<file path="src/sv/brcd_pkg.sv">
`timescale 1ns / 1ps

package brcd_pkg;

  localparam int unsigned BUTTON_COUNT = 120;

  // fixed field widths
  localparam int unsigned LOW_W   = 64;
  localparam int unsigned HIGH_W  = 56;
  localparam int unsigned ENC_W   = 4;
  localparam int unsigned INDEX_W = 7;

  localparam int unsigned CNT_W = $clog2(BUTTON_COUNT);

  localparam int unsigned SHIFT_BUTTON = 105;
  localparam int unsigned LAST_SCANNED = 116;
  localparam int unsigned PAD_FIRST    = 18;
  localparam int unsigned PAD_LAST     = 81;

  localparam bit SHIFT_STORED = (SHIFT_BUTTON < BUTTON_COUNT);
  localparam int unsigned SCAN_LAST =
    ((BUTTON_COUNT - 1) > LAST_SCANNED) ? LAST_SCANNED : (BUTTON_COUNT - 1);

  localparam logic [ENC_W-1:0] ENC_TOP    = 4'h0f;
  localparam logic [ENC_W-1:0] ENC_BOTTOM = 4'h00;

  typedef enum logic [1:0] {
    KIND_NONE    = 2'd0,
    KIND_PAD     = 2'd1,
    KIND_BUTTON  = 2'd2,
    KIND_ENCODER = 2'd3
  } event_kind_t;

  typedef struct packed {
    logic load;
    logic shift;
  } cell_ctl_t;

endpackage

</file>
<file path="src/sv/brcd_report_if.sv">
`timescale 1ns / 1ps

interface brcd_report_if;
  logic                              valid;
  logic                              ready;
  logic [brcd_pkg::LOW_W-1:0]        buttons_low;
  logic [brcd_pkg::HIGH_W-1:0]       buttons_high;
  logic [brcd_pkg::ENC_W-1:0]        encoder_position;

  modport source (output valid, buttons_low, buttons_high, encoder_position, input ready);
  modport sink   (input valid, buttons_low, buttons_high, encoder_position, output ready);
endinterface

</file>
<file path="src/sv/brcd_result_if.sv">
`timescale 1ns / 1ps

interface brcd_result_if;
  logic                          valid;
  logic                          ready;
  logic [1:0]                    event_kind;
  logic [brcd_pkg::INDEX_W-1:0]  event_index;
  logic                          is_pressed;
  logic                          turned_up;
  logic                          shift_held;

  modport source (output valid, event_kind, event_index, is_pressed, turned_up, shift_held,
                  input ready);
  modport sink   (input valid, event_kind, event_index, is_pressed, turned_up, shift_held,
                  output ready);
endinterface

</file>
<file path="src/sv/button_report_change_detector.sv">
`timescale 1ns / 1ps

// Channel  Dir  Payload                                              Handshake
// report   in   buttons_low, buttons_high, encoder_position           valid/ready
// result   out  event_kind, event_index, is_pressed, turned_up,        valid/ready
//               shift_held
//
// Each item is accepted, then the button cell ring rotates one step per cycle
// through every cell, then the result is formed.
// The ring rotation, one button bit through the head per cycle, sets the rate.
// Synchronous reset clears all button memories and the encoder position.
// A new item is taken while the last result waits; the scan stalls at its end
// only while that result is still unread.
module button_report_change_detector (
  input  logic          clk,
  input  logic          rst,
  brcd_report_if.sink   report,
  brcd_result_if.source result
);

  localparam int unsigned N = brcd_pkg::BUTTON_COUNT;

  brcd_pkg::cell_ctl_t                        ctl;
  logic [brcd_pkg::LOW_W+brcd_pkg::HIGH_W-1:0] bits;
  logic [N-1:0]                               mem;
  logic [N-1:0]                               key;
  logic                                       fb_mem;

  assign bits = {report.buttons_high, report.buttons_low};

  for (genvar i = 0; i < N; i++) begin : g_cell
    logic nm;
    logic nk;
    if (i == N - 1) begin : g_tail
      assign nm = fb_mem;
      assign nk = 1'b0;
    end else begin : g_body
      assign nm = mem[i+1];
      assign nk = key[i+1];
    end
    brcd_cell u_cell (
      .clk      (clk),
      .rst      (rst),
      .ctl      (ctl),
      .load_bit (bits[i]),
      .next_mem (nm),
      .next_key (nk),
      .mem      (mem[i]),
      .key      (key[i])
    );
  end

  brcd_ctrl u_ctrl (
    .clk      (clk),
    .rst      (rst),
    .report   (report),
    .result   (result),
    .head_mem (mem[0]),
    .head_key (key[0]),
    .fb_mem   (fb_mem),
    .ctl      (ctl)
  );

`ifndef SYNTH
  a_busy_after_accept: assert property (@(posedge clk) disable iff (rst)
    report.valid && report.ready |=> !report.ready)
    else $error("report taken while a scan is under way");

  a_none_is_clean: assert property (@(posedge clk) disable iff (rst)
    result.valid && result.event_kind == brcd_pkg::KIND_NONE |->
      result.event_index == '0 && !result.is_pressed && !result.turned_up)
    else $error("empty result carries event data");

  a_encoder_no_index: assert property (@(posedge clk) disable iff (rst)
    result.valid && result.event_kind == brcd_pkg::KIND_ENCODER |->
      result.event_index == '0 && !result.is_pressed)
    else $error("encoder result carries button data");

  a_pad_range: assert property (@(posedge clk) disable iff (rst)
    result.valid && result.event_kind == brcd_pkg::KIND_PAD |->
      result.event_index <= brcd_pkg::INDEX_W'(brcd_pkg::PAD_LAST - brcd_pkg::PAD_FIRST)
      && !result.turned_up)
    else $error("pad result out of range");
`endif

endmodule

</file>
<file path="src/sv/brcd_cell.sv">
`timescale 1ns / 1ps

// One button: remembered state plus the bit of the current report.
module brcd_cell (
  input  logic                clk,
  input  logic                rst,
  input  brcd_pkg::cell_ctl_t ctl,
  input  logic                load_bit,
  input  logic                next_mem,
  input  logic                next_key,
  output logic                mem,
  output logic                key
);

  always_ff @(posedge clk) begin
    if (rst) begin
      mem <= 1'b0;
    end else if (ctl.shift) begin
      mem <= next_mem;
    end
  end

  always_ff @(posedge clk) begin
    if (ctl.load) begin
      key <= load_bit;
    end else if (ctl.shift) begin
      key <= next_key;
    end
  end

endmodule

</file>
<file path="src/sv/brcd_ctrl.sv">
`timescale 1ns / 1ps

// Watches the head of the cell ring, picks the first change, builds the result.
module brcd_ctrl (
  input  logic                 clk,
  input  logic                 rst,
  brcd_report_if.sink          report,
  brcd_result_if.source        result,
  input  logic                 head_mem,
  input  logic                 head_key,
  output logic                 fb_mem,
  output brcd_pkg::cell_ctl_t  ctl
);

  typedef enum logic [1:0] {
    S_IDLE,
    S_SCAN,
    S_FINISH
  } state_t;

  state_t                          state;
  logic [brcd_pkg::CNT_W-1:0]      cnt;
  logic                            found;
  logic [brcd_pkg::ENC_W-1:0]      enc_new;
  logic [brcd_pkg::ENC_W-1:0]      last_enc;
  logic                            shift_now;
  brcd_pkg::event_kind_t           hit_kind;
  logic [brcd_pkg::INDEX_W-1:0]    hit_index;
  logic                            hit_pressed;

  logic [brcd_pkg::INDEX_W-1:0]    pos;
  logic                            at_shift;
  logic                            scanned;
  logic                            take;
  logic                            is_pad;
  logic                            enc_up;

  assign pos      = brcd_pkg::INDEX_W'(cnt);
  assign at_shift = (pos == brcd_pkg::INDEX_W'(brcd_pkg::SHIFT_BUTTON));
  assign scanned  = (pos <= brcd_pkg::INDEX_W'(brcd_pkg::SCAN_LAST)) && !at_shift;
  assign take     = (state == S_SCAN) && scanned && !found && (head_mem != head_key);
  assign is_pad   = (pos >= brcd_pkg::INDEX_W'(brcd_pkg::PAD_FIRST)) &&
                    (pos <= brcd_pkg::INDEX_W'(brcd_pkg::PAD_LAST));

  // shift is always stored; otherwise only the reported change is
  assign fb_mem = (take || at_shift) ? head_key : head_mem;

  assign enc_up = ((last_enc < enc_new) ||
                   (last_enc == brcd_pkg::ENC_TOP && enc_new == brcd_pkg::ENC_BOTTOM)) &&
                  !(last_enc == brcd_pkg::ENC_BOTTOM && enc_new == brcd_pkg::ENC_TOP);

  assign report.ready = (state == S_IDLE);
  assign ctl.load     = (state == S_IDLE) && report.valid;
  assign ctl.shift    = (state == S_SCAN);

  always_ff @(posedge clk) begin
    if (rst) begin
      state        <= S_IDLE;
      cnt          <= '0;
      found        <= 1'b0;
      last_enc     <= '0;
      result.valid <= 1'b0;
    end else begin
      // in S_FINISH the result register is reloaded below instead
      if (result.valid && result.ready && state != S_FINISH) begin
        result.valid <= 1'b0;
      end
      case (state)
        S_IDLE: begin
          if (report.valid) begin
            state       <= S_SCAN;
            cnt         <= '0;
            found       <= 1'b0;
            enc_new     <= report.encoder_position;
            shift_now   <= brcd_pkg::SHIFT_STORED ?
                           report.buttons_high[brcd_pkg::SHIFT_BUTTON - brcd_pkg::LOW_W] :
                           1'b0;
            hit_kind    <= brcd_pkg::KIND_NONE;
            hit_index   <= '0;
            hit_pressed <= 1'b0;
          end
        end
        S_SCAN: begin
          if (take) begin
            found       <= 1'b1;
            hit_pressed <= head_key;
            if (is_pad) begin
              hit_kind  <= brcd_pkg::KIND_PAD;
              hit_index <= pos - brcd_pkg::INDEX_W'(brcd_pkg::PAD_FIRST);
            end else begin
              hit_kind  <= brcd_pkg::KIND_BUTTON;
              hit_index <= pos;
            end
          end
          if (cnt == brcd_pkg::CNT_W'(brcd_pkg::BUTTON_COUNT - 1)) begin
            state <= S_FINISH;
          end else begin
            cnt <= cnt + brcd_pkg::CNT_W'(1);
          end
        end
        S_FINISH: begin
          if (!result.valid || result.ready) begin
            result.valid       <= 1'b1;
            result.shift_held  <= shift_now;
            result.event_index <= hit_index;
            result.is_pressed  <= hit_pressed;
            state              <= S_IDLE;
            if (!found && (enc_new != last_enc)) begin
              result.event_kind <= brcd_pkg::KIND_ENCODER;
              result.turned_up  <= enc_up;
              last_enc          <= enc_new;
            end else begin
              result.event_kind <= hit_kind;
              result.turned_up  <= 1'b0;
            end
          end
        end
        default: begin
          state <= S_IDLE;
        end
      endcase
    end
  end

endmodule

</file>
<file path="src/flat_wrapper.sv">
// flat-port wrapper written by rule: the top's interface ports become plain ports
module button_report_change_detector_flat 
  (clk, rst, report_valid, report_buttons_low, report_buttons_high, report_encoder_position, report_ready, result_valid, result_event_kind, result_event_index, result_is_pressed, result_turned_up, result_shift_held, result_ready);
  brcd_report_if report_i ();
  brcd_result_if result_i ();
  input  logic clk;
  input  logic rst;
  input wire logic [$bits(report_i.valid)-1:0] report_valid;
  input wire logic [$bits(report_i.buttons_low)-1:0] report_buttons_low;
  input wire logic [$bits(report_i.buttons_high)-1:0] report_buttons_high;
  input wire logic [$bits(report_i.encoder_position)-1:0] report_encoder_position;
  output wire logic [$bits(report_i.ready)-1:0] report_ready;
  output wire logic [$bits(result_i.valid)-1:0] result_valid;
  output wire logic [$bits(result_i.event_kind)-1:0] result_event_kind;
  output wire logic [$bits(result_i.event_index)-1:0] result_event_index;
  output wire logic [$bits(result_i.is_pressed)-1:0] result_is_pressed;
  output wire logic [$bits(result_i.turned_up)-1:0] result_turned_up;
  output wire logic [$bits(result_i.shift_held)-1:0] result_shift_held;
  input wire logic [$bits(result_i.ready)-1:0] result_ready;
  assign report_i.valid = report_valid;
  assign report_i.buttons_low = report_buttons_low;
  assign report_i.buttons_high = report_buttons_high;
  assign report_i.encoder_position = report_encoder_position;
  assign report_ready = report_i.ready;
  assign result_valid = result_i.valid;
  assign result_event_kind = result_i.event_kind;
  assign result_event_index = result_i.event_index;
  assign result_is_pressed = result_i.is_pressed;
  assign result_turned_up = result_i.turned_up;
  assign result_shift_held = result_i.shift_held;
  assign result_i.ready = result_ready;
  button_report_change_detector u_core (.clk(clk), .rst(rst), .report(report_i), .result(result_i));
endmodule
</file>
<file path="config.mk">
export PLATFORM = sky130hd
export DESIGN_NAME = button_report_change_detector_flat
export DESIGN_NICKNAME = d
export VERILOG_FILES = /design/src/sv/brcd_pkg.sv /design/src/sv/brcd_report_if.sv /design/src/sv/brcd_result_if.sv /design/src/sv/button_report_change_detector.sv /design/src/sv/brcd_cell.sv /design/src/sv/brcd_ctrl.sv /design/src/flat_wrapper.sv
export SDC_FILE = /design/constraint.sdc
export NUM_CORES = 1
export LEC_CHECK = 0
export BUFFER_PORTS_ARGS = -buffer_cell sky130_fd_sc_hd__buf_2
export CAP_MARGIN = 40
export CORE_MARGIN = 3
export CORE_UTILIZATION = 50
export DETAILED_ROUTE_END_ITERATION = 10
export PLACE_DENSITY = 0.83
export SKIP_LAST_GASP = 1
export SYNTH_ARGS = -nofsm -noshare
export SYNTH_HDL_FRONTEND = slang
export SYNTH_SLANG_ARGS = --single-unit
</file>
<file path="constraint.sdc">
create_clock -name clk -period 4.1 [get_ports clk]
set_input_delay 0.82 -clock clk [delete_from_list [all_inputs] [get_ports clk]]
set_output_delay 0.82 -clock clk [all_outputs]
set_load 0.02 [all_outputs]
</file>
---- After elaboration in Yosys (flattened, before gate mapping) ----
Cells that the tools add are included.
storage, ports and cells
  logic and storage cells ................. 570
  bits in registers ....................... 282
operators by class
  bitwise logic cells ..................... 1
  muxes and demuxes ....................... 263
  add/subtract/negate cells ............... 2
  order comparisons ....................... 4
  reduce and logical (&&, ||, !) cells .... 31
  equal/unequal tests ..................... 14
operators by type and width
  operator                                                                number
  1-bit two-way mux                                                       247
  7-bit two-way mux                                                       4
  7-bit one-hot mux with 2 select lines                                   2
  3-bit AND reduction                                                     6
  7-bit equality test (second input constant)                             2
  7-bit <= comparator (second input constant)                             2
  1-bit logical AND                                                       12
  2-bit two-way mux                                                       6
  2-bit != test (second input constant)                                   6
  4-bit equality test (second input constant)                             2
  4-bit logical NOT                                                       2
  7-bit by 1-bit adder with 7-bit output (second input constant)          1
  7-bit by 5-bit >= comparator with 1-bit output (second input constant)  1
  7-bit by 5-bit subtractor with 7-bit output (second input constant)     1
  2-bit one-hot mux with 3 select lines                                   1
  1-bit logical NOT                                                       4
  4-bit < comparator                                                      1
  4-bit != test                                                           1
  1-bit one-hot mux with 2 select lines                                   2
  2-bit one-hot mux with 2 select lines                                   1
  4-bit AND reduction                                                     1
  2-bit nonzero test                                                      2
  1-bit logical OR                                                        3
  2-bit by 1-bit equality test with 1-bit output (second input constant)  1
  other kinds (4)                                                         4

---- Depth between registers and ports, before layout ----
Gate-level depths: netlist of run 1.
  depth after elaboration ................. 8
  depth in mapped cells ................... 7
  gate-level depth less buffers ........... 7

---- Hierarchy ----
From an unflattened synthesis of run 1, not the netlist that was laid out.
second synthesis, totals
  cell total of the unflattened synthesis .. 908
  area, all modules ....................... 12249.2 um2
by module, submodules not included
  module                         times used  cells each  area each (um2)
  brcd_cell                      120         6           85.1
  brcd_ctrl                      1           187         2035.7
  button_report_change_detector  1           1           3.8

---- Worst setup path after synthesis of run 1 ----
OpenSTA, ideal clock, no wires.
  path kind ............................... input-to-reg
  from .................................... input port report_valid
  to ...................................... register u_core.g_cell[0].u_cell.key, enable pin
  slack ................................... -195 ps
  path buffers ............................ 1
  library setup time ...................... 1056 ps
  data arrival time ....................... 3239 ps
  cell stages on the path ................. 3
  required time ........................... 3044 ps
  cell sequence ........................... nand2_1 clkbuf_1 nand2_1
on the way
  longest elaborated chain between the ends .. 2
RTL lines
  what                                 RTL line           text
  start, declared                      flat_wrapper.sv:8  input wire logic [$bits(report_i.valid)-1:0] report_valid;
  1-bit logical AND                    brcd_ctrl.sv:53    assign ctl.load = (state == S_IDLE) && report.valid;
  2-bit nonzero test (no source line)  --
  end signal, assigned                 brcd_cell.sv:25    key <= load_bit;
  end signal, assigned                 brcd_cell.sv:27    key <= next_key;
  end, declared                        brcd_cell.sv:12    output logic key
No other way between the ends.
A chain may end at the register's enable or synchronous reset.

---- Worst setup path after layout of run 1 ----
  from .................................... register u_core.u_ctrl.state[0]
  to ...................................... output port report_ready
on the way
  longest elaborated chain between the ends .. 1
RTL lines
  what                    RTL line            text
  start, declared         brcd_ctrl.sv:21     state_t state;
  start signal, assigned  brcd_ctrl.sv:58     state <= S_IDLE;
  start signal, assigned  brcd_ctrl.sv:71     state <= S_SCAN;
  start signal, assigned  brcd_ctrl.sv:96     state <= S_FINISH;
  2-bit logical NOT       brcd_ctrl.sv:52     assign report.ready = (state == S_IDLE);
  end, declared           flat_wrapper.sv:12  output wire logic [$bits(report_i.ready)-1:0] report_ready;
No other way between the ends.

==> results of run 1 <==
## final timing paths
kind	slack (ns)	end	start	cells past startpoint
max	1.85	report_ready	u_core.u_ctrl.state[0]	2
min	0.42	u_core.u_ctrl.result.event_index[5]	u_core.u_ctrl.hit_index[5]	0
max reg2reg	1.87	u_core.u_ctrl.hit_index[4]	u_core.u_ctrl.cnt[2]	7
min reg2reg	0.42	u_core.u_ctrl.result.event_index[5]	u_core.u_ctrl.hit_index[5]	0
## sequential cells by signal, summed over array words and instances (netlist names)
name                              count
u_core.u_ctrl.enc_new                 4
u_core.u_ctrl.result.is_pressed       1
u_core.u_ctrl.hit_kind                2
u_core.u_ctrl.shift_now               1
u_core.u_ctrl.result.turned_up        1
u_core.u_ctrl.state                   2
u_core.u_ctrl.cnt                     7
u_core.g_cell.u_cell.key            120
u_core.u_ctrl.result.valid            1
u_core.g_cell.u_cell.mem            120
u_core.u_ctrl.hit_index               7
u_core.u_ctrl.hit_pressed             1
u_core.u_ctrl.last_enc                4
u_core.u_ctrl.result.event_kind       2
u_core.u_ctrl.found                   1
u_core.u_ctrl.result.shift_held       1
u_core.u_ctrl.result.event_index      7
## area by class of cell
type,instances,area [um2]
sequential,282,7120
tap,275,344
multi-input combinational,841,3730
timing repair buffer,152,876
inverter,9,33.8
clock buffer,36,721
clock inverter,11,158
fill,1733,8440
## cell families (layout without fill, tap and decap cells)
logic type	after synthesis	after routing
AND/OR/NAND/NOR	669	669
multiplexers	3	3
adder cells (fa/ha/maj)	11	11
flip-flops	282	282
AO/OA/AOI/OAI	151	151
XOR/XNOR	7	7
buffers and inverters	83	208
## metal layers
metal	vias up	GRT usage (%)
li1	4150	-
met1	3884	26.6
met2	292	28.0
met3	49	2.98
met4	2	5.54
met5	-	0
## critical path, cell delays in order, from the launching register on
cell and delay (ns):
dfxtp_1 0.39, nor2_1 0.29, buf_2 0.23
## stage by stage
step | cells | setup slack (ns) | hold slack [ns]
after CTS | 1606 | 1.84 | 0.420
final | 1606 | 1.85 | 0.417
after detailed placement | 1559 | 1.71 | 0.406
after global placement | 1555 | 1.72 | 0.405
after global routing | 1606 | 1.75 | 0.426
after floorplan | 1206 | 1.01 | 0.400
## cell usage after synthesis, drive strengths merged (2+ instances only)
master	number
edfxtp	147
nor2	28
o21a	2
inv	9
nor4	2
nand3	5
xor2	2
dfxtp	135
a211oi	3
buf	9
nor3	3
a21oi	131
o21ai	5
nand4	4
clkbuf	65
or2	3
and2	4
mux2i	3
xnor2	5
o2111a	2
nor2b	4
nand2	604
a2111oi	2
nand2b	5
ha	11
## cells in the final DEF (no fill, tap or decap), drive strengths merged, types with 2 or more instances in the layout
| cell | synthesis | routed |
|---|---|---|
| nor2b | 4 | 4 |
| nand4 | 4 | 4 |
| o2111a | 2 | 2 |
| nor2 | 28 | 28 |
| dfxtp | 135 | 135 |
| buf | 9 | 152 |
| inv | 9 | 10 |
| o21a | 2 | 2 |
| bufinv | 0 | 4 |
| or2 | 3 | 3 |
| and2 | 4 | 4 |
| edfxtp | 147 | 147 |
| nand2b | 5 | 5 |
| a211oi | 3 | 3 |
| nor4 | 2 | 2 |
| nand2 | 604 | 604 |
| clkbuf | 65 | 36 |
| a21oi | 131 | 131 |
| nor3 | 3 | 3 |
| a2111oi | 2 | 2 |
| o21ai | 5 | 5 |
| xor2 | 2 | 2 |
| mux2i | 3 | 3 |
| nand3 | 5 | 5 |
| xnor2 | 5 | 5 |
| clkinv | 0 | 5 |
| ha | 11 | 11 |
## power by group through the flow
stage / Sequential, mW / Clock, mW / Combinational (mW)
2_1_floorplan: 3.30 / 0 / 0.315
5_1_grt: 3.28 / 2.66 / 0.553
3_5_place_dp: 3.32 / 0 / 0.486
6_report: 3.26 / 2.49 / 0.485
4_1_cts: 3.26 / 2.53 / 0.490
3_3_place_gp: 3.32 / 0 / 0.451
==> metrics.txt, run 1 <==
status finished clean; asr flop ratio synth 0%; clock slew at reported path FFs 0.06 ns; sequential power share 52.3%; HP Class reg -> reg; Syn-to-layout area delta 16.6%; met1 WL slightly below 10000 um; max_slew headroom 41.9%; part of the Yosys area used for sequential elements 63.9%; Placeable Area roughly 21000 um2; first-pass GRT wire length roughly 37000 um; post-CTS resize count 0; hpwl dp 13800 um; Vias around 8400; post-route clock period utilization 54.9%; IO Count 142; Tot Pwr 6.24 mW; clock root cell clkbuf_16; Post-synth EDFFs 147; share of cells above drive strength 1 15.2%; Gate Count Post-Synth 1206; worst vdd ir 0.302 mV; Switch Pwr 1.40 mW; Die Wd 155 um; main combinational cell family by area after synthesis simple AND/OR/NAND/NOR gates; Pins Over Slew Limit 0; register bit total from synthesis 282; # port buffers 141; static leakage 5.22 nW; Via-to-Cell Ratio 5.22; P per Cell Area about 480 nW/um2; post-layout util 60.6%; number of nets in the layout between 1000 and 1500; Sw Share between 20% and 30%; xor/xnor share of the synthesized area 0.551%; GRT Overall Usage a little under a fifth; Skew-Pair Late Insertion Delay 0.52 ns; Fmax achieved 0.444 GHz; cell accounting for the most synthesized area edfxtp_1; Initial Util 52.0%; CTS max path bufs 3; top post-synthesis cells by area edfxtp_1, dfxtp_1, nand2_1; setup_tns 0 ns; Synth Area per Inst around 9.2 um2; adder-cell area share of the yosys netlist roughly 1.2%; initial antenna violation count 1; Post-Synth Simple-Gate Area a little under a quarter; CTS Buf Count 27; Die Area 24100 um2; grt total ovfl 0; Iter 0 DRT Violations 704; syn_nets 1345; Crit path required time 3.28 ns; Post-Route WL 22300 um; Clock Power Share 39.9%; min Tclk post-route 2.25 ns; Slew @ Worst Pin 0.866 ns; Synth Area in Compound Gates 7.62%; yosys warns 0; met3 WL 1550 um; P_int 4.84 mW; kind of critical path reg -> out; n_diodes 0; DR WL met2 10400 um; clk sinks 282; largest net degree at the start of global routing 105; final antenna-violating net count 0; DR top layer met5; post-synth cell types 45; Final Hold Viols 0; CP arrival 1.43 ns; max-cap violations 0; critical path peak fanout 6; Comb power frac 7.8%; crit path capture type output port; number of global-route vias before repair 7803; Post-CTS Setup Inserts 0; unrepaired setup endpoints after global routing no; Setup crit start kind flip-flop; TritonCTS clock tree built; Yosys top cell area share 39.7%; main flop type after synthesis edfxtp_1; DRT Pass-1 Iters 5; mux contribution to synthesized area 0.270%; H-tree level count 1; clock skew 0.00827 ns; DRC 0; DR WL/cell 13.9 um; placed instance area ~12000 um2; final setup violating endpoints 0; Syn Std Cell Area 11100 um2; Hold Buf Count CTS 0; Std-Cell Rows 53; cell area after layout 13000 um2; gpl congestion around 0.83; Vert. Die Dim 155 um
No activity file was read; power rests on OpenSTA's default activity.
==> inputs of run 2 (changes only) <==
PLACE_DENSITY = 0.8   (was 0.83)
clock period = 2.15 ns   (was 4.1 ns; I/O delays follow)
==> metrics.txt, run 2 (same netlist as run 1, synthesis figures left out) <==
status finished clean; grt peak-use layer met2; Iter 0 DRT Violations 645; CTS max path bufs 3; grt total ovfl 0; Critical Path, Cell by Cell ha_1 -> or3b_1 -> o2111a_2 -> a211oi_4 -> a21oi_1 -> a31o_1; static leakage 5.35 nW; Std-Cell Rows 53; initial antenna violation count 3; reg2reg end u_core.u_ctrl.hit_index[4]; pre-CTS setup slack 0.0329 ns; critical hold path startpoint report_encoder_position[0]; most common cell after layout, fill and taps aside nand2_1; Fmax achieved just under 0.5 GHz; Vert. Die Dim approximately 160 um; Critical Path Max Stage Delay 0.44 ns; max_slew headroom about 62%; post-layout util between 60 and 70%; Largest regs u_core.g_cell.u_cell.key x120, u_core.g_cell.u_cell.mem x120; Reg-to-Reg Start u_core.u_ctrl.cnt[0]; share of cells above drive strength 1 16.9%; Hold EP u_core.u_ctrl.enc_new[0]; first-pass GRT wire length 36000 um; setup ws final 0.0984 ns; clock slew at reported path FFs ~0.060 ns; kind of critical path reg -> reg; grt met2 use roughly 28%; max-cap violations 0; Hold Buf Count CTS 0; crit path capture type flip-flop; R2R Setup Slk 0.1 ns; critical path peak fanout 8; number of nets in the layout 1467; CTS Buf Count 28; n_diodes 0; Initial Util 52.0%; Top delay family on crit path compound AO/OA/AOI/OAI gates; most frequent cells in the layout nand2_1, edfxtp_1, buf_2; CP arrival 2.33 ns; clock root cell clkbuf_16; # port buffers 141; Setup crit start kind flip-flop; min Tclk post-route 2.05 ns; final antenna-violating net count 0; number of global-route vias before repair 7750; GRT Overall Usage 17.5%; Placeable Area around 21000 um2; TritonCTS clock tree built; Final Hold Viols 0; r2r worst-path depth 6; DRC 0; sum of buffers and inverters on the critical path 0; Slew @ Worst Pin 0.563 ns; Die Area approximately 24000 um2; Vias around 8300; DR WL/cell 13.2 um; met1 Resource Use GR about 24%; DRT Pass-1 Iters 7; Crit path required time 2.43 ns; slowest CP cell dfxtp_1; HP Class in -> reg; gpl congestion 0.870; worst vdd ir 0.776 mV; hold depth 1; Post-Route WL ~21000 um; setup_tns 0 ns; post-route clock period utilization a little over nine tenths; clk sinks 282; hpwl dp 13500 um; clock skew 0.00709 ns; GRT met3 Usage 4.67%; H-tree level count 1; Skew-Pair Late Insertion Delay 0.52 ns; P per Cell Area 907 nW/um2; Pins Over Slew Limit 0; Syn-to-layout area delta 18.3%; final setup violating endpoints 0; Die Wd 155 um; Filler cells 1722; Via-to-Cell Ratio 5.10; largest net degree at the start of global routing 130; IO Count 142
[run 2: where the power goes]
group | internal (mW) | total [mW] | switching (mW)
registers | 6.11 | 6.21 | 0.0992
logic | 0.322 | 0.951 | 0.629
clock network | 2.86 | 4.79 | 1.92
total | 9.29 | 11.9 | 2.65
[run 2: area by class of cell]
class	instances	area [um2]	share of cell area, %
well taps	275	344	2.61
flip-flops and latches	282	7120	54.0
inverters	9	33.8	0.257
repair buffers	166	996	7.56
clock buffers	43	895	6.79
clock inverters	7	46.3	0.352
multi-input cells	841	3740	28.4
[run 2: per-stage QoR]
stage          std cells  power [mW]  instance area [um2]  hold slack (ns)
2_1_floorplan       1206        6.90                11100            0.400
3_3_place_gp        1570        7.23                12200            0.403
3_5_place_dp        1572        7.27                12200            0.409
4_1_cts             1622        12.1                13200           0.0575
5_1_grt             1623        12.5                13200           0.0578
6_report            1623        11.9                13200           0.0783
[run 2: how the worst max path moves through the flow]
stage	endpoint	cells past startpoint	slack, ns	startpoint
after floorplan	u_core.u_ctrl.hit_index[0]	4	0.04	u_core.u_ctrl.state[0]
after CTS	u_core.u_ctrl.hit_index[4]	7	0.02	u_core.u_ctrl.cnt[1]
final	u_core.u_ctrl.hit_index[4]	6	0.1	u_core.u_ctrl.cnt[0]
after global routing	u_core.u_ctrl.hit_index[4]	6	-0.009	u_core.u_ctrl.cnt[0]
after global placement	u_core.u_ctrl.hit_index[5]	6	0.01	u_core.u_ctrl.cnt[1]
after detailed placement	u_core.u_ctrl.hit_index[4]	7	0.03	u_core.u_ctrl.cnt[1]
[run 2: per-layer routing]
layer | vias to the layer above | routed length (um)
met5 | - | 36
met4 | 6 | 577
met3 | 52 | 1560
met2 | 240 | 9960
met1 | 3808 | 9260
li1 | 4178 | -
[run 2: what timing repair did]
| action | in CTS | in global routing |
|---|---|---|
| setup endpoints to repair | 0 | 4 |
| gates resized for setup | 0 | 1 |
| setup buffers | 0 | 1 |
